--- src/rtl/core/atatf_pkg.sv ---
// Shared types and constants for the ATA task-file command builder.
// Used by every module under rtl/core; no dependencies of its own.
`default_nettype none
package atatf_pkg;

	localparam int AddrW          = 48;
	localparam int CountW         = 32;
	localparam int ChunkW         = 16;
	localparam int SectorBitsDef  = 48;
	localparam int QueueDepth     = 4;
	localparam int DivW           = 32;
	localparam int DivBits        = 8;
	localparam int DivRounds      = DivW / DivBits;

	localparam logic [1:0] MODE_CHS   = 2'd0;
	localparam logic [1:0] MODE_LBA28 = 2'd1;
	localparam logic [1:0] MODE_LBA48 = 2'd2;
	localparam logic [1:0] MODE_ALT48 = 2'd3;

	localparam logic [2:0] CFG_MODE     = 3'd0;
	localparam logic [2:0] CFG_WPROT    = 3'd1;
	localparam logic [2:0] CFG_TOTAL    = 3'd2;
	localparam logic [2:0] CFG_LIM_CYL  = 3'd3;
	localparam logic [2:0] CFG_LIM_HEAD = 3'd4;
	localparam logic [2:0] CFG_LIM_SPT  = 3'd5;
	localparam logic [2:0] CFG_GEO_HEAD = 3'd6;
	localparam logic [2:0] CFG_GEO_SPT  = 3'd7;

	localparam logic [1:0] KIND_FAIL  = 2'd0;
	localparam logic [1:0] KIND_CHS   = 2'd1;
	localparam logic [1:0] KIND_LBA28 = 2'd2;
	localparam logic [1:0] KIND_LBA48 = 2'd3;

	localparam logic [2:0] TF_NONE    = 3'd0;
	localparam logic [2:0] TF_COUNT   = 3'd2;
	localparam logic [2:0] TF_SECTOR  = 3'd3;
	localparam logic [2:0] TF_CYL_LO  = 3'd4;
	localparam logic [2:0] TF_CYL_HI  = 3'd5;
	localparam logic [2:0] TF_DEVICE  = 3'd6;
	localparam logic [2:0] TF_COMMAND = 3'd7;

	localparam logic [7:0] CMD_READ      = 8'h20;
	localparam logic [7:0] CMD_WRITE     = 8'h30;
	localparam logic [7:0] CMD_READ_EXT  = 8'h24;
	localparam logic [7:0] CMD_WRITE_EXT = 8'h34;
	localparam logic [7:0] DEV_LBA       = 8'hE0;
	localparam logic [7:0] DEV_CHS       = 8'hA0;
	localparam logic [ChunkW-1:0] MaxChunkWide = 16'hFFFF;
	localparam logic [ChunkW-1:0] MaxChunk     = 16'h00FF;

	typedef struct packed {
		logic [1:0]        address_mode;
		logic              write_protect;
		logic [AddrW-1:0]  total_sectors;
		logic [15:0]       limit_cylinders;
		logic [7:0]        limit_heads;
		logic [7:0]        limit_sectors_per_track;
		logic [7:0]        geometry_heads;
		logic [7:0]        geometry_sectors_per_track;
	} cfg_t;

	typedef struct packed {
		logic [1:0]        kind;
		logic              wr;
		logic [ChunkW-1:0] xfer;
		logic [AddrW-1:0]  lba;
	} desc_t;

	typedef struct packed {
		logic [2:0]        reg_index;
		logic [7:0]        reg_value;
		logic [ChunkW-1:0] chunk_sectors;
		logic              failed;
		logic              last;
	} row_t;

endpackage
`default_nettype wire

--- src/rtl/core/atatf_front.sv ---
// Front end: accepts requests, computes the capacity and runs the refusal checks.
// Produces one descriptor per request; depends on atatf_pkg.
`default_nettype none
module atatf_front
	import atatf_pkg::*;
#(
	parameter int SECTOR_ADDR_BITS = SectorBitsDef
) (
	input  wire logic              clk,
	input  wire logic              arst_n,
	input  wire cfg_t              cfg,
	input  wire logic              in_valid,
	output logic                   in_ready,
	input  wire logic [AddrW-1:0]  in_lba,
	input  wire logic [CountW-1:0] in_count,
	input  wire logic              in_wr,
	output logic                   push_valid,
	input  wire logic              push_ready,
	output desc_t                  push_desc
);

	localparam int LbaW = (SECTOR_ADDR_BITS < AddrW) ? SECTOR_ADDR_BITS : AddrW;
	localparam int ChW  = 24;
	localparam int CapW = 32;

	logic advance;
	logic logical;
	logic wide;
	logic v_s1, v_s2, v_s3, v_s4;

	logic [LbaW-1:0]   lba_s1, lba_s2, lba_s3, lba_s4;
	logic [CountW-1:0] count_s1, count_s2, count_s3;
	logic              wr_s1, wr_s2, wr_s3, wr_s4;
	logic [ChW-1:0]    ch_s1;
	logic [AddrW-1:0]  cap_s2;
	logic              pre_s2;
	logic [AddrW-1:0]  diff_s3;
	logic              over_s3;
	logic              fail_s4;
	logic [ChunkW-1:0] xfer_s4;
	logic [1:0]        kind_s4;

	assign logical  = (cfg.address_mode != MODE_CHS);
	assign wide     = (cfg.address_mode == MODE_LBA48) || (cfg.address_mode == MODE_ALT48);
	assign advance  = !v_s4 || push_ready;
	assign in_ready = advance;

	always_ff @(posedge clk or negedge arst_n) begin
		if (!arst_n) begin
			v_s1 <= 1'b0;
			v_s2 <= 1'b0;
			v_s3 <= 1'b0;
			v_s4 <= 1'b0;
		end else if (advance) begin
			v_s1 <= in_valid;
			v_s2 <= v_s1;
			v_s3 <= v_s2;
			v_s4 <= v_s3;
		end
	end

	always_ff @(posedge clk) begin
		if (advance) begin
			lba_s1   <= in_lba[LbaW-1:0];
			count_s1 <= in_count;
			wr_s1    <= in_wr;
			ch_s1    <= ChW'(cfg.limit_cylinders) * ChW'(cfg.limit_heads);

			lba_s2   <= lba_s1;
			count_s2 <= count_s1;
			wr_s2    <= wr_s1;
			cap_s2   <= logical ? cfg.total_sectors
			                    : AddrW'(CapW'(ch_s1) * CapW'(cfg.limit_sectors_per_track));
			pre_s2   <= (wr_s1 && cfg.write_protect) || (count_s1 == '0) ||
			            (!logical && ((cfg.geometry_heads == '0) ||
			                          (cfg.geometry_sectors_per_track == '0)));

			lba_s3   <= lba_s2;
			count_s3 <= count_s2;
			wr_s3    <= wr_s2;
			diff_s3  <= cap_s2 - AddrW'(count_s2);
			over_s3  <= pre_s2 || (cap_s2 == '0) || (AddrW'(count_s2) > cap_s2);

			lba_s4   <= lba_s3;
			wr_s4    <= wr_s3;
			fail_s4  <= over_s3 || (AddrW'(lba_s3) > diff_s3);
			if (wide) begin
				xfer_s4 <= (count_s3 > CountW'(MaxChunkWide)) ? MaxChunkWide
				                                               : count_s3[ChunkW-1:0];
			end else begin
				xfer_s4 <= (count_s3 > CountW'(MaxChunk)) ? MaxChunk
				                                          : count_s3[ChunkW-1:0];
			end
			kind_s4  <= wide ? KIND_LBA48 : (logical ? KIND_LBA28 : KIND_CHS);
		end
	end

	assign push_valid     = v_s4;
	assign push_desc.kind = fail_s4 ? KIND_FAIL : kind_s4;
	assign push_desc.wr   = wr_s4;
	assign push_desc.xfer = xfer_s4;
	assign push_desc.lba  = AddrW'(lba_s4);

endmodule
`default_nettype wire

--- src/rtl/core/atatf_fifo.sv ---
// Short descriptor queue between the front end and the back end.
// Depends on atatf_pkg for the descriptor type and depth.
`default_nettype none
module atatf_fifo
	import atatf_pkg::*;
(
	input  wire logic  clk,
	input  wire logic  arst_n,
	input  wire logic  push_valid,
	output logic       push_ready,
	input  wire desc_t push_desc,
	output logic       pop_valid,
	input  wire logic  pop_ready,
	output desc_t      pop_desc
);

	localparam int PtrW = $clog2(QueueDepth);
	localparam int CntW = $clog2(QueueDepth + 1);

	desc_t           mem_q [QueueDepth];
	logic [PtrW-1:0] wr_ptr_q, rd_ptr_q;
	logic [CntW-1:0] cnt_q;
	logic            do_push, do_pop;

	assign push_ready = (cnt_q != CntW'(QueueDepth));
	assign pop_valid  = (cnt_q != '0);
	assign do_push    = push_valid && push_ready;
	assign do_pop     = pop_valid && pop_ready;
	assign pop_desc   = mem_q[rd_ptr_q];

	always_ff @(posedge clk or negedge arst_n) begin
		if (!arst_n) begin
			wr_ptr_q <= '0;
			rd_ptr_q <= '0;
			cnt_q    <= '0;
		end else begin
			if (do_push) begin
				wr_ptr_q <= wr_ptr_q + PtrW'(1);
			end
			if (do_pop) begin
				rd_ptr_q <= rd_ptr_q + PtrW'(1);
			end
			if (do_push && !do_pop) begin
				cnt_q <= cnt_q + CntW'(1);
			end else if (do_pop && !do_push) begin
				cnt_q <= cnt_q - CntW'(1);
			end
		end
	end

	always_ff @(posedge clk) begin
		if (do_push) begin
			mem_q[wr_ptr_q] <= push_desc;
		end
	end

endmodule
`default_nettype wire

--- src/rtl/core/atatf_div.sv ---
// Iterative 32-by-8 unsigned divider, eight quotient bits per cycle.
// Used by the back end for the sector to cylinder-head-sector conversion.
`default_nettype none
module atatf_div
	import atatf_pkg::*;
(
	input  wire logic            clk,
	input  wire logic            arst_n,
	input  wire logic            start,
	input  wire logic [DivW-1:0] dividend,
	input  wire logic [7:0]      divisor,
	output logic                 done,
	output logic [DivW-1:0]      quotient,
	output logic [7:0]           remainder
);

	localparam int RndW = $clog2(DivRounds);

	logic [DivW-1:0]    quo_q;
	logic [7:0]         rem_q;
	logic [7:0]         div_q;
	logic [RndW-1:0]    rnd_q;
	logic               busy_q;
	logic               done_q;
	logic [7:0]         rem_next;
	logic [DivBits-1:0] qbits;

	always_comb begin
		logic [8:0] part;
		logic [7:0] r;
		r     = rem_q;
		qbits = '0;
		for (int i = 0; i < DivBits; i++) begin
			part = {r, quo_q[DivW-1-i]};
			if (part >= {1'b0, div_q}) begin
				part             = part - {1'b0, div_q};
				qbits[DivBits-1-i] = 1'b1;
			end
			r = part[7:0];
		end
		rem_next = r;
	end

	always_ff @(posedge clk or negedge arst_n) begin
		if (!arst_n) begin
			busy_q <= 1'b0;
			done_q <= 1'b0;
			rnd_q  <= '0;
		end else begin
			done_q <= 1'b0;
			if (start) begin
				busy_q <= 1'b1;
				rnd_q  <= '0;
			end else if (busy_q) begin
				rnd_q <= rnd_q + RndW'(1);
				if (rnd_q == RndW'(DivRounds - 1)) begin
					busy_q <= 1'b0;
					done_q <= 1'b1;
				end
			end
		end
	end

	always_ff @(posedge clk) begin
		if (start) begin
			quo_q <= dividend;
			rem_q <= '0;
			div_q <= divisor;
		end else if (busy_q) begin
			quo_q <= {quo_q[DivW-DivBits-1:0], qbits};
			rem_q <= rem_next;
		end
	end

	assign done      = done_q;
	assign quotient  = quo_q;
	assign remainder = rem_q;

endmodule
`default_nettype wire

--- src/rtl/core/atatf_back.sv ---
// Back end: takes descriptors, converts CHS addresses and emits the register writes.
// Instantiates atatf_div; depends on atatf_pkg.
`default_nettype none
module atatf_back
	import atatf_pkg::*;
(
	input  wire logic  clk,
	input  wire logic  arst_n,
	input  wire cfg_t  cfg,
	input  wire logic  pop_valid,
	output logic       pop_ready,
	input  wire desc_t pop_desc,
	output logic       out_valid,
	input  wire logic  out_ready,
	output row_t       out_row
);

	localparam logic [1:0] ST_IDLE = 2'd0;
	localparam logic [1:0] ST_DIV1 = 2'd1;
	localparam logic [1:0] ST_DIV2 = 2'd2;
	localparam logic [1:0] ST_EMIT = 2'd3;

	logic [1:0]      state_q;
	logic [3:0]      step_q;
	desc_t           desc_q;
	logic [7:0]      sec_q;
	logic [3:0]      head_q;
	logic [15:0]     cyl_q;
	row_t            out_q;
	logic            out_valid_q;
	row_t            row;
	logic            slot_free;
	logic            div_start;
	logic [DivW-1:0] div_dividend;
	logic [7:0]      div_divisor;
	logic            div_done;
	logic [DivW-1:0] div_quo;
	logic [7:0]      div_rem;
	logic [7:0]      cmd;

	atatf_div u_div (
		.clk       (clk),
		.arst_n    (arst_n),
		.start     (div_start),
		.dividend  (div_dividend),
		.divisor   (div_divisor),
		.done      (div_done),
		.quotient  (div_quo),
		.remainder (div_rem)
	);

	assign pop_ready    = (state_q == ST_IDLE);
	assign slot_free    = !out_valid_q || out_ready;
	assign div_start    = ((state_q == ST_IDLE) && pop_valid && (pop_desc.kind == KIND_CHS)) ||
	                      ((state_q == ST_DIV1) && div_done);
	assign div_dividend = (state_q == ST_DIV1) ? div_quo : pop_desc.lba[DivW-1:0];
	assign div_divisor  = (state_q == ST_DIV1) ? cfg.geometry_heads
	                                           : cfg.geometry_sectors_per_track;

	always_comb begin
		if (desc_q.kind == KIND_LBA48) begin
			cmd = desc_q.wr ? CMD_WRITE_EXT : CMD_READ_EXT;
		end else begin
			cmd = desc_q.wr ? CMD_WRITE : CMD_READ;
		end
	end

	always_comb begin
		row.reg_index     = TF_NONE;
		row.reg_value     = '0;
		row.chunk_sectors = desc_q.xfer;
		row.failed        = 1'b0;
		row.last          = 1'b0;
		unique case (desc_q.kind)
			KIND_FAIL: begin
				row.chunk_sectors = '0;
				row.failed        = 1'b1;
				row.last          = 1'b1;
			end
			KIND_LBA48: begin
				case (step_q)
					4'd0: begin row.reg_index = TF_COUNT;  row.reg_value = desc_q.xfer[15:8]; end
					4'd1: begin row.reg_index = TF_SECTOR; row.reg_value = desc_q.lba[31:24]; end
					4'd2: begin row.reg_index = TF_CYL_LO; row.reg_value = desc_q.lba[39:32]; end
					4'd3: begin row.reg_index = TF_CYL_HI; row.reg_value = desc_q.lba[47:40]; end
					4'd4: begin row.reg_index = TF_COUNT;  row.reg_value = desc_q.xfer[7:0]; end
					4'd5: begin row.reg_index = TF_SECTOR; row.reg_value = desc_q.lba[7:0]; end
					4'd6: begin row.reg_index = TF_CYL_LO; row.reg_value = desc_q.lba[15:8]; end
					4'd7: begin row.reg_index = TF_CYL_HI; row.reg_value = desc_q.lba[23:16]; end
					4'd8: begin row.reg_index = TF_DEVICE; row.reg_value = DEV_LBA; end
					default: begin
						row.reg_index = TF_COMMAND;
						row.reg_value = cmd;
						row.last      = 1'b1;
					end
				endcase
			end
			KIND_LBA28: begin
				case (step_q)
					4'd0: begin row.reg_index = TF_COUNT;  row.reg_value = desc_q.xfer[7:0]; end
					4'd1: begin row.reg_index = TF_SECTOR; row.reg_value = desc_q.lba[7:0]; end
					4'd2: begin row.reg_index = TF_CYL_LO; row.reg_value = desc_q.lba[15:8]; end
					4'd3: begin row.reg_index = TF_CYL_HI; row.reg_value = desc_q.lba[23:16]; end
					4'd4: begin
						row.reg_index = TF_DEVICE;
						row.reg_value = DEV_LBA | {4'd0, desc_q.lba[27:24]};
					end
					default: begin
						row.reg_index = TF_COMMAND;
						row.reg_value = cmd;
						row.last      = 1'b1;
					end
				endcase
			end
			default: begin
				case (step_q)
					4'd0: begin row.reg_index = TF_COUNT;  row.reg_value = desc_q.xfer[7:0]; end
					4'd1: begin row.reg_index = TF_SECTOR; row.reg_value = sec_q; end
					4'd2: begin row.reg_index = TF_CYL_LO; row.reg_value = cyl_q[7:0]; end
					4'd3: begin row.reg_index = TF_CYL_HI; row.reg_value = cyl_q[15:8]; end
					4'd4: begin
						row.reg_index = TF_DEVICE;
						row.reg_value = DEV_CHS | {4'd0, head_q};
					end
					default: begin
						row.reg_index = TF_COMMAND;
						row.reg_value = cmd;
						row.last      = 1'b1;
					end
				endcase
			end
		endcase
	end

	always_ff @(posedge clk or negedge arst_n) begin
		if (!arst_n) begin
			state_q     <= ST_IDLE;
			step_q      <= '0;
			out_valid_q <= 1'b0;
		end else begin
			if ((state_q == ST_EMIT) && slot_free) begin
				out_valid_q <= 1'b1;
			end else if (out_ready) begin
				out_valid_q <= 1'b0;
			end
			unique case (state_q)
				ST_IDLE: begin
					step_q <= '0;
					if (pop_valid) begin
						state_q <= (pop_desc.kind == KIND_CHS) ? ST_DIV1 : ST_EMIT;
					end
				end
				ST_DIV1: begin
					if (div_done) begin
						state_q <= ST_DIV2;
					end
				end
				ST_DIV2: begin
					if (div_done) begin
						state_q <= ST_EMIT;
					end
				end
				ST_EMIT: begin
					if (slot_free) begin
						step_q <= step_q + 4'd1;
						if (row.last) begin
							state_q <= ST_IDLE;
						end
					end
				end
				default: begin
					state_q <= ST_IDLE;
				end
			endcase
		end
	end

	always_ff @(posedge clk) begin
		if ((state_q == ST_IDLE) && pop_valid) begin
			desc_q <= pop_desc;
		end
		if ((state_q == ST_DIV1) && div_done) begin
			sec_q <= div_rem + 8'd1;
		end
		if ((state_q == ST_DIV2) && div_done) begin
			head_q <= div_rem[3:0];
			cyl_q  <= div_quo[15:0];
		end
		if ((state_q == ST_EMIT) && slot_free) begin
			out_q <= row;
		end
	end

	assign out_valid = out_valid_q;
	assign out_row   = out_q;

endmodule
`default_nettype wire

--- src/rtl/core/ata_taskfile_command_builder.sv ---
// ATA task-file command builder top level: configuration registers, front end,
// descriptor queue and back end. Depends on atatf_pkg and all atatf_* modules.
// A request passes the front-end stages, the queue and the back end's IDLE and EMIT
// states, plus DIV1 and DIV2 in CHS mode. A new descriptor is taken only after the
// previous one's last row: ten rows in 48-bit mode, six in 28-bit or CHS, one if refused.
// Reset clears the queue and control state; write_protect resets to 1, others to 0.
`default_nettype none
module ata_taskfile_command_builder
	import atatf_pkg::*;
#(
	parameter int SECTOR_ADDR_BITS = SectorBitsDef
) (
	input  wire logic        clk,
	input  wire logic        arst_n,
	input  wire logic        s_axis_tvalid,
	output logic             s_axis_tready,
	input  wire logic [79:0] s_axis_tdata,  // start_sector[47:0], sectors_left[79:48]
	input  wire logic        s_axis_tuser,  // is_write
	output logic             m_axis_tvalid,
	input  wire logic        m_axis_tready,
	output logic [31:0]      m_axis_tdata,  // reg_index[2:0], reg_value[10:3], chunk_sectors[26:11]
	output logic             m_axis_tuser,  // failed
	output logic             m_axis_tlast,
	input  wire logic        psel,
	input  wire logic        penable,
	input  wire logic        pwrite,
	input  wire logic [5:0]  paddr,
	input  wire logic [63:0] pwdata,
	output logic [63:0]      prdata,
	output logic             pready
);

	cfg_t  cfg_q;
	logic  push_valid, push_ready;
	desc_t push_desc;
	logic  pop_valid, pop_ready;
	desc_t pop_desc;
	row_t  out_row;
	logic  cfg_wr;

	assign pready = 1'b1;
	assign cfg_wr = psel && penable && pwrite && pready;

	always_ff @(posedge clk or negedge arst_n) begin
		if (!arst_n) begin
			cfg_q.address_mode               <= MODE_CHS;
			cfg_q.write_protect              <= 1'b1;
			cfg_q.total_sectors              <= '0;
			cfg_q.limit_cylinders            <= '0;
			cfg_q.limit_heads                <= '0;
			cfg_q.limit_sectors_per_track    <= '0;
			cfg_q.geometry_heads             <= '0;
			cfg_q.geometry_sectors_per_track <= '0;
		end else if (cfg_wr) begin
			unique case (paddr[5:3])
				CFG_MODE:     cfg_q.address_mode               <= pwdata[1:0];
				CFG_WPROT:    cfg_q.write_protect              <= pwdata[0];
				CFG_TOTAL:    cfg_q.total_sectors              <= pwdata[AddrW-1:0];
				CFG_LIM_CYL:  cfg_q.limit_cylinders            <= pwdata[15:0];
				CFG_LIM_HEAD: cfg_q.limit_heads                <= pwdata[7:0];
				CFG_LIM_SPT:  cfg_q.limit_sectors_per_track    <= pwdata[7:0];
				CFG_GEO_HEAD: cfg_q.geometry_heads             <= pwdata[7:0];
				default:      cfg_q.geometry_sectors_per_track <= pwdata[7:0];
			endcase
		end
	end

	always_comb begin
		unique case (paddr[5:3])
			CFG_MODE:     prdata = 64'(cfg_q.address_mode);
			CFG_WPROT:    prdata = 64'(cfg_q.write_protect);
			CFG_TOTAL:    prdata = 64'(cfg_q.total_sectors);
			CFG_LIM_CYL:  prdata = 64'(cfg_q.limit_cylinders);
			CFG_LIM_HEAD: prdata = 64'(cfg_q.limit_heads);
			CFG_LIM_SPT:  prdata = 64'(cfg_q.limit_sectors_per_track);
			CFG_GEO_HEAD: prdata = 64'(cfg_q.geometry_heads);
			default:      prdata = 64'(cfg_q.geometry_sectors_per_track);
		endcase
	end

	atatf_front #(
		.SECTOR_ADDR_BITS (SECTOR_ADDR_BITS)
	) u_front (
		.clk        (clk),
		.arst_n     (arst_n),
		.cfg        (cfg_q),
		.in_valid   (s_axis_tvalid),
		.in_ready   (s_axis_tready),
		.in_lba     (s_axis_tdata[47:0]),
		.in_count   (s_axis_tdata[79:48]),
		.in_wr      (s_axis_tuser),
		.push_valid (push_valid),
		.push_ready (push_ready),
		.push_desc  (push_desc)
	);

	atatf_fifo u_fifo (
		.clk        (clk),
		.arst_n     (arst_n),
		.push_valid (push_valid),
		.push_ready (push_ready),
		.push_desc  (push_desc),
		.pop_valid  (pop_valid),
		.pop_ready  (pop_ready),
		.pop_desc   (pop_desc)
	);

	atatf_back u_back (
		.clk       (clk),
		.arst_n    (arst_n),
		.cfg       (cfg_q),
		.pop_valid (pop_valid),
		.pop_ready (pop_ready),
		.pop_desc  (pop_desc),
		.out_valid (m_axis_tvalid),
		.out_ready (m_axis_tready),
		.out_row   (out_row)
	);

	assign m_axis_tdata = {5'd0, out_row.chunk_sectors, out_row.reg_value, out_row.reg_index};
	assign m_axis_tuser = out_row.failed;
	assign m_axis_tlast = out_row.last;

endmodule
`default_nettype wire
--- config.mk ---
export PLATFORM = sky130hd
export DESIGN_NAME = ata_taskfile_command_builder
export DESIGN_NICKNAME = d
export VERILOG_FILES = /design/src/rtl/core/atatf_pkg.sv /design/src/rtl/core/atatf_front.sv /design/src/rtl/core/atatf_fifo.sv /design/src/rtl/core/atatf_div.sv /design/src/rtl/core/atatf_back.sv /design/src/rtl/core/ata_taskfile_command_builder.sv
export SDC_FILE = /design/constraint.sdc
export NUM_CORES = 2
export LEC_CHECK = 0
export ABC_AREA = 1
export BUFFER_PORTS_ARGS = -buffer_cell sky130_fd_sc_hd__buf_2
export CAP_MARGIN = 0
export CORE_ASPECT_RATIO = 1.75
export CORE_UTILIZATION = 35
export DETAILED_ROUTE_END_ITERATION = 8
export SLEW_MARGIN = 5
export SYNTH_ARGS = -nofsm -noshare
export SYNTH_HDL_FRONTEND = slang
export SYNTH_SLANG_ARGS = --single-unit
--- constraint.sdc ---
create_clock -name clk -period 18.6 [get_ports clk]
set_input_delay 1.86 -clock clk [delete_from_list [all_inputs] [get_ports clk]]
set_output_delay 1.86 -clock clk [all_outputs]
set_load 0.005 [all_outputs]
; ---- Word-level counts from Yosys, hierarchy flattened
; Memories as Yosys holds them, arrays and structs flattened.
; Cells that the tools add are included.
[totals]
register_bits = 726
mem_bits_rw = 268
input_bits = 158
word_cells = 234
n_memories = 1
[mem_list]
columns = memory, words, width, rd, rd_clocked_by_memory_dff, wr, line
row1 = u_fifo.mem_q, 4, 67, 1, 0, 1, atatf_fifo.sv:20  ; desc_t mem_q [QueueDepth];
[op_classes]
addsub = 16
n_mul = 2
n_lt_le_gt_ge = 12
n_eq_ne = 30
mux = 61
bitwise_logic = 1
n_reduce_logical = 55
[op_table]
columns = cell, count
row1 = 48-bit case mux with 7 select lines, 1
row2 = 32-bit 2-to-1 mux, 4
row3 = 11-bit case mux with 5 select lines, 2
row4 = 11-bit case mux with 9 select lines, 1
row5 = 8-bit 2-to-1 mux, 10
row6 = 9-bit by 8-bit >= comparator with 1-bit output, 8
row7 = 8-bit subtractor, 8
row8 = 32-bit by 48-bit > comparator with 1-bit output, 1
row9 = 48-bit > comparator, 1
row10 = 48-bit zero test, 1
row11 = 16-bit 2-to-1 mux, 3
row12 = 48-bit by 32-bit subtractor with 48-bit output, 1
row13 = 11-bit case mux with 3 select lines, 1
row14 = 32-bit by 16-bit > comparator with 1-bit output (second input constant), 1
row15 = 32-bit by 8-bit > comparator with 1-bit output (second input constant), 1
row16 = 32-bit zero test, 1
row17 = 24-bit by 8-bit multiplier with 32-bit output, 1
row18 = 16-bit by 8-bit multiplier with 24-bit output, 1
row19 = 1-bit 2-to-1 mux, 21
row20 = 2-bit 2-to-1 mux, 10
row21 = 2-bit AND reduction, 10
row22 = 4-bit by 3-bit equality test with 1-bit output (second input constant), 4
row23 = 8-bit zero test, 2
row24 = 2-bit equality test (second input constant), 7
row25 = 34 further kinds, 76

; ---- Logic depth before layout (Yosys ltp)
[depth]
depth_word = 18
depth_mapped = 107
mapped_depth_nobuf = 106

; ---- Hierarchy
; Synthesis repeated with hierarchy kept, for this count alone.
[unflattened]
cells_unflattened = 6260
area_unflattened_um2 = 58187.1
[by_module_without_submodules]
columns = mod, n_inst, cells_each, area_each_um2
row1 = atatf_front, 1, 3373, 30226.5
row2 = atatf_fifo, 1, 841, 11003.1
row3 = atatf_back, 1, 665, 6349.8
row4 = atatf_div, 1, 832, 5831.8
row5 = ata_taskfile_command_builder, 1, 549, 4775.8

; ---- Least setup slack after synthesis
; No wires, ideal clock.
[synth_path]
path_type = register -> register
startpoint = register u_fifo.cnt_q[0]
endpoint = register u_front.cap_s2[0] (enable)
setup_time_ns = 4.252
arrival_time_ns = 10.365
required_ns = 14.348
slack_ns = 3.983
path_stages_with_launch = 3
n_path_buf = 0
period_less_slack_ns = 14.617
path_cell_list = dfrtp_1 nor2_1 nand3_1
[synth_between]
elab_chain_cells = 2
[synth_lines]
columns = item, line
row1 = "start, declared", atatf_fifo.sv:22  ; logic [CntW-1:0] cnt_q;
row2 = "start signal, assigned", atatf_fifo.sv:44  ; cnt_q <= cnt_q + CntW'(1);
row3 = "start signal, assigned", atatf_fifo.sv:46  ; cnt_q <= cnt_q - CntW'(1);
row4 = 3-bit inequality test, atatf_fifo.sv:25  ; assign push_ready = (cnt_q != CntW'(QueueDepth));
row5 = 1-bit logical OR, atatf_front.sv:45  ; assign advance = !v_s4 || push_ready;
row6 = via s_axis_tready, ata_taskfile_command_builder.sv:16  ; output logic s_axis_tready,
row7 = "end signal, assigned", atatf_front.sv:72  ; cap_s2 <= logical ? cfg.total_sectors
row8 = "end, declared", atatf_front.sv:35  ; logic [AddrW-1:0] cap_s2;
; The timed path passes the listed nets, and every way through them passes these cells.
; A chain may end at the register's enable or synchronous reset.

; ---- Worst setup path after layout
[layout_path]
startpoint = register u_back.u_div.div_q[3]
endpoint = register u_back.u_div.quo_q[0] (netlist: u_back.u_div.quotient[0]), data pin
[layout_between]
elab_chain_cells = 18
word_cells_on_any_way = 25
cone_classes = add/sub: 7 / order compare: 8 / mux: 10
[layout_lines]
columns = item, line
row1 = "start, declared", atatf_div.sv:21  ; logic [7:0] div_q;
row2 = "start signal, assigned", atatf_div.sv:68  ; div_q <= divisor;
row3 = 8-bit subtractor / 9-bit by 8-bit >= comparator with 1-bit output (equally long branches), "atatf_div.sv:36, atatf_div.sv:35"
row4 = 8-bit 2-to-1 mux, atatf_div.sv:35  ; if (part >= {1'b0, div_q}) begin
row5 = 8-bit subtractor / 9-bit by 8-bit >= comparator with 1-bit output (equally long branches), "atatf_div.sv:36, atatf_div.sv:35"
row6 = 8-bit 2-to-1 mux, atatf_div.sv:35
row7 = 8-bit subtractor / 9-bit by 8-bit >= comparator with 1-bit output (equally long branches), "atatf_div.sv:36, atatf_div.sv:35"
row8 = 8-bit 2-to-1 mux, atatf_div.sv:35
row9 = 8-bit subtractor / 9-bit by 8-bit >= comparator with 1-bit output (equally long branches), "atatf_div.sv:36, atatf_div.sv:35"
row10 = 8-bit 2-to-1 mux, atatf_div.sv:35
row11 = [... 2 more ...], --
row12 = 9-bit by 8-bit >= comparator with 1-bit output / 8-bit subtractor (equally long branches), "atatf_div.sv:35, atatf_div.sv:36"
row13 = 8-bit 2-to-1 mux, atatf_div.sv:35
row14 = 8-bit subtractor / 9-bit by 8-bit >= comparator with 1-bit output (equally long branches), "atatf_div.sv:36, atatf_div.sv:35"
row15 = 8-bit 2-to-1 mux, atatf_div.sv:35
row16 = 9-bit by 8-bit >= comparator with 1-bit output *, atatf_div.sv:35
row17 = 1-bit 2-to-1 mux *, atatf_div.sv:35
row18 = 32-bit 2-to-1 mux *, atatf_div.sv:69  ; end else if (busy_q) begin
row19 = 32-bit 2-to-1 mux *, atatf_div.sv:65  ; if (start) begin
row20 = "end signal, assigned", atatf_div.sv:66  ; quo_q <= dividend;
row21 = "end signal, assigned", atatf_div.sv:70  ; quo_q <= {quo_q[DivW-DivBits-1:0], qbits};
row22 = "end, declared", atatf_div.sv:19  ; logic [DivW-1:0] quo_q;
; Mark *: on every way between the ends. The rest lies on a longest branch, timed or not. The select of a mux whose other input is x is not followed.

==> impl_metrics.env <==
export IMPL_max_cap_violations=0
export IMPL_share_of_layout_cells_above_drive_strength_1_pct=9.35
export IMPL_crit_path_max_incr_delay_ns=0.47
export IMPL_tritoncts_clock_tree="built"
export IMPL_clock_transition_at_path_regs_ns=0.07
export IMPL_initial_core_utilization_pct=35.2
export IMPL_synth_area_um2=52800
export IMPL_die_h_um=516
export IMPL_crit_slowest_cell="o21ai_0"
export IMPL_die_w_um=296
export IMPL_dominantRegCellSynth="edfxtp_1"
export IMPL_rsz_0062_raised_after_global_routing="false"
export IMPL_io_buffers=217
export IMPL_dp_hpwl_mm=104
export IMPL_worst_path_max_fanout=14
export IMPL_run_status="complete, no violations"
export IMPL_setup_tns_ns=0
export IMPL_postRouteWirelength_mm=138
export IMPL_crit_path_start_kind="flip-flop"
export IMPL_drc=0
export IMPL_post_synthesis_sequential_element_count=994
export IMPL_area_growth_syn_to_layout_pct=12.2
export IMPL_holdCritStartpoint="u_front.lba_s2[11]"
export IMPL_final_cells=7196
export IMPL_placeableCoreArea_um2=150000
export IMPL_timing_hold_worst_class="flip-flop to flip-flop"
export IMPL_ant_nets=0
export IMPL_design_die_area_um2=153000
export IMPL_timing_final_crit_period_ns=16.94
export IMPL_cts_sinks=994
export IMPL_worst_max_slew_margin_expressed_relative_to_the_limit_pct=24.1
export IMPL_dpl_cell_count=7018
export IMPL_detail_route_vias_per_cell=4.86
export IMPL_placement_setup_worst_slack_ns=1.25
export IMPL_cts_hold_buf=0
export IMPL_grt_first_pass_wirelength_mm=210
export IMPL_worst_clock_skew_ns=0.0508
export IMPL_fin_crit_sh_pct=91.1
export IMPL_netlist_cell_type_count=66
export IMPL_synth_cells=4939
export IMPL_final_critical_path_setup_slack_ns=1.66
export IMPL_worst_slew_pin_slew_ns=1.14
export IMPL_setup_viol=0
export IMPL_final_max_slew_violation_count=0
export IMPL_crit_path_frequent_cell="nand2_1"
export IMPL_synth_area_per_cell_um2=10.7
export IMPL_timing_critical_path_to_type="flip-flop"
export IMPL_worst_ep_arrival_time_ns=17.29
export IMPL_std_cell_rows=188
export IMPL_num_io_pins=259
export IMPL_worstSetupStartpoint="u_back.u_div.div_q[3]"
export IMPL_required_ns=18.95
export IMPL_final_net_count=5765
export IMPL_grt_start_max_net_pins=87
export IMPL_grtUsageTotal_pct=18.3
export IMPL_synth_warning_count=0
export IMPL_final_hold_violation_count=0
export IMPL_vias=35003
export IMPL_gr_total_overflow=0
export IMPL_first_global_vias=36073
export IMPL_antenna_found_initial=8
export IMPL_synth_edf_count=865
export IMPL_cts_max_path_buffers=3
export IMPL_clkLatencyLatePin_ns=0.71
export IMPL_placer_congestion=0.880
export IMPL_critical_path_reg2reg_startpoint="u_back.u_div.div_q[3]"
export IMPL_first_pass_iters=5
export IMPL_timing_worst_setup_path_type="flip-flop to flip-flop"
export IMPL_synth_seq_area_share_pct=55.2
export IMPL_cts_htree_levels=3
export IMPL_root_buffer="clkbuf_16"
export IMPL_drt_first_iter_violations=2116
export IMPL_fmaxAchievable_mhz=59.0
export IMPL_wl_per_cell_um=19.1
export IMPL_synthArstFlopShare_pct=12.2
export IMPL_inserted_clock_buffers=92
## cells in the mapped netlist (30+ instances only)
| master | instances | share of area [%] |
|---|---|---|
| a21oi_1 | 205 | 1.9 |
| a221oi_1 | 30 | 0.50 |
| clkbuf_1 | 153 | 1.1 |
| dfrtp_1 | 120 | 5.7 |
| edfxtp_1 | 865 | 49 |
| fa_1 | 226 | 8.6 |
| ha_1 | 259 | 6.1 |
| inv_1 | 809 | 5.7 |
| nand2_1 | 904 | 6.4 |
| nand3_1 | 88 | 0.83 |
| nand4_1 | 33 | 0.39 |
| nor2_1 | 392 | 2.8 |
| o21ai_0 | 335 | 3.2 |
| o22ai_1 | 90 | 1.1 |
| xnor2_1 | 49 | 0.81 |
| xor2_1 | 95 | 1.6 |
## cells in the final DEF, fill, tap and decap left out, drive strengths merged, types with 8 or more instances in the layout
cell and count:
o22ai 90, nor2 399, a31oi 16, conb 22
clkbuf 114, ha 259, o211ai 17, nand3 100
fa 226, clkinv 43, xor2 95, o21bai 11
edfxtp 865, xnor2 49, dfxtp 8, nand2 922
buf 267, a221oi 30, a21oi 206, inv 824
or2 9, nor4 24, nor3 21, o21a 8
a211oi 12, dfrtp 120, o21ai 353, nand4 33
## sequential cells by signal, summed over array words and instances (netlist names), 3 cells and up
name                    cells
u_front.lba_s3             48
u_front.xfer_s4            16
u_front.lba_s1             48
u_fifo.cnt_q                3
u_front.cap_s2             48
u_front.ch_s1              24
u_front.diff_s3            48
u_front.lba_s4             48
u_front.count_s2           32
u_back.u_div.div_q          8
u_back.u_div.remainder      8
u_back.desc_q              67
u_fifo.mem_q              268
u_front.count_s1           32
cfg_q                      99
u_front.lba_s2             48
u_front.count_s3           32
u_back.head_q               4
u_back.sec_q                8
u_back.out_row             29
u_back.cyl_q               16
u_back.u_div.quotient      32
u_back.step_q               4
## metal layers
| metal | global-route usage [%] | wire [um] | vias to the layer above |
|---|---|---|---|
| li1 | - | - | 16700 |
| met4 | 9.73 | 7780 | 8 |
| met5 | 0 | 48 | - |
| met3 | 2.24 | 4960 | 293 |
| met1 | 19.5 | 51200 | 17136 |
| met2 | 34.3 | 73700 | 866 |
## cell families (layout without fill, tap and decap cells)
kind of cell,after synthesis,count (layout),synth area share (%)
mux,1,1,0.0213
flops,994,994,55.2
other cells,2,24,0.0142
fa+ha+maj,485,485,14.7
xor+xnor,144,144,2.39
buf+inv,1022,1262,7.49
compound gates,776,776,8.31
simple gates,1515,1515,11.9
## cell type report
type	count	area, um^2
diodes	2	5.00
clock buffers	114	2510
clock inverters	57	643
fillers	14486	90600
inverters	824	3100
multi-input cells	2943	19900
flip-flops and latches	994	29200
well taps	1995	2500
repair buffers	267	1470
## path summary, 6_finish.rpt
kind / to / slack, ns / depth (start not counted)
setup / recovery: u_back.u_div.quotient[0] / 1.66 / 99
hold / removal: u_front.lba_s3[11] / 0.41 / 0
setup reg to reg: u_back.u_div.quotient[0] / 1.66 / 99
hold reg to reg: u_front.lba_s3[11] / 0.41 / 0
max in group asynchronous: cfg_q[6] / 15.90 / 2
min in group asynchronous: u_back.out_valid / 1.16 / 1
## critical path: cells and delay by family (launching register included)
family,cells,cell delay (ns)
adders and majority gates,8,2.83
DFF,1,0.35
and+or+nand+nor,45,5.36
buffers and inverters,14,1.62
AOI/OAI and AO/OA,32,6.42
## what timing repair did
action / 4_1_cts / 5_1_grt
setup buffers: 0 / 5
gates resized for setup: 0 / 1
endpoints found under the setup margin: 0 / 9
## through the flow
step | cell area, um^2 | util [%] | hold slack, ns
2_1_floorplan | 52900 | - | 0.400
4_1_cts | 59200 | 39.5 | 0.406
5_1_grt | 59200 | 39.5 | 0.406
6_report | 59200 | 39.5 | 0.405
3_3_place_gp | 56000 | 37.4 | 0.401
3_5_place_dp | 56000 | 37.4 | 0.405
Power is not shown: default switching activity piles up to over one toggle a cycle in this logic, so the estimate is an artifact.
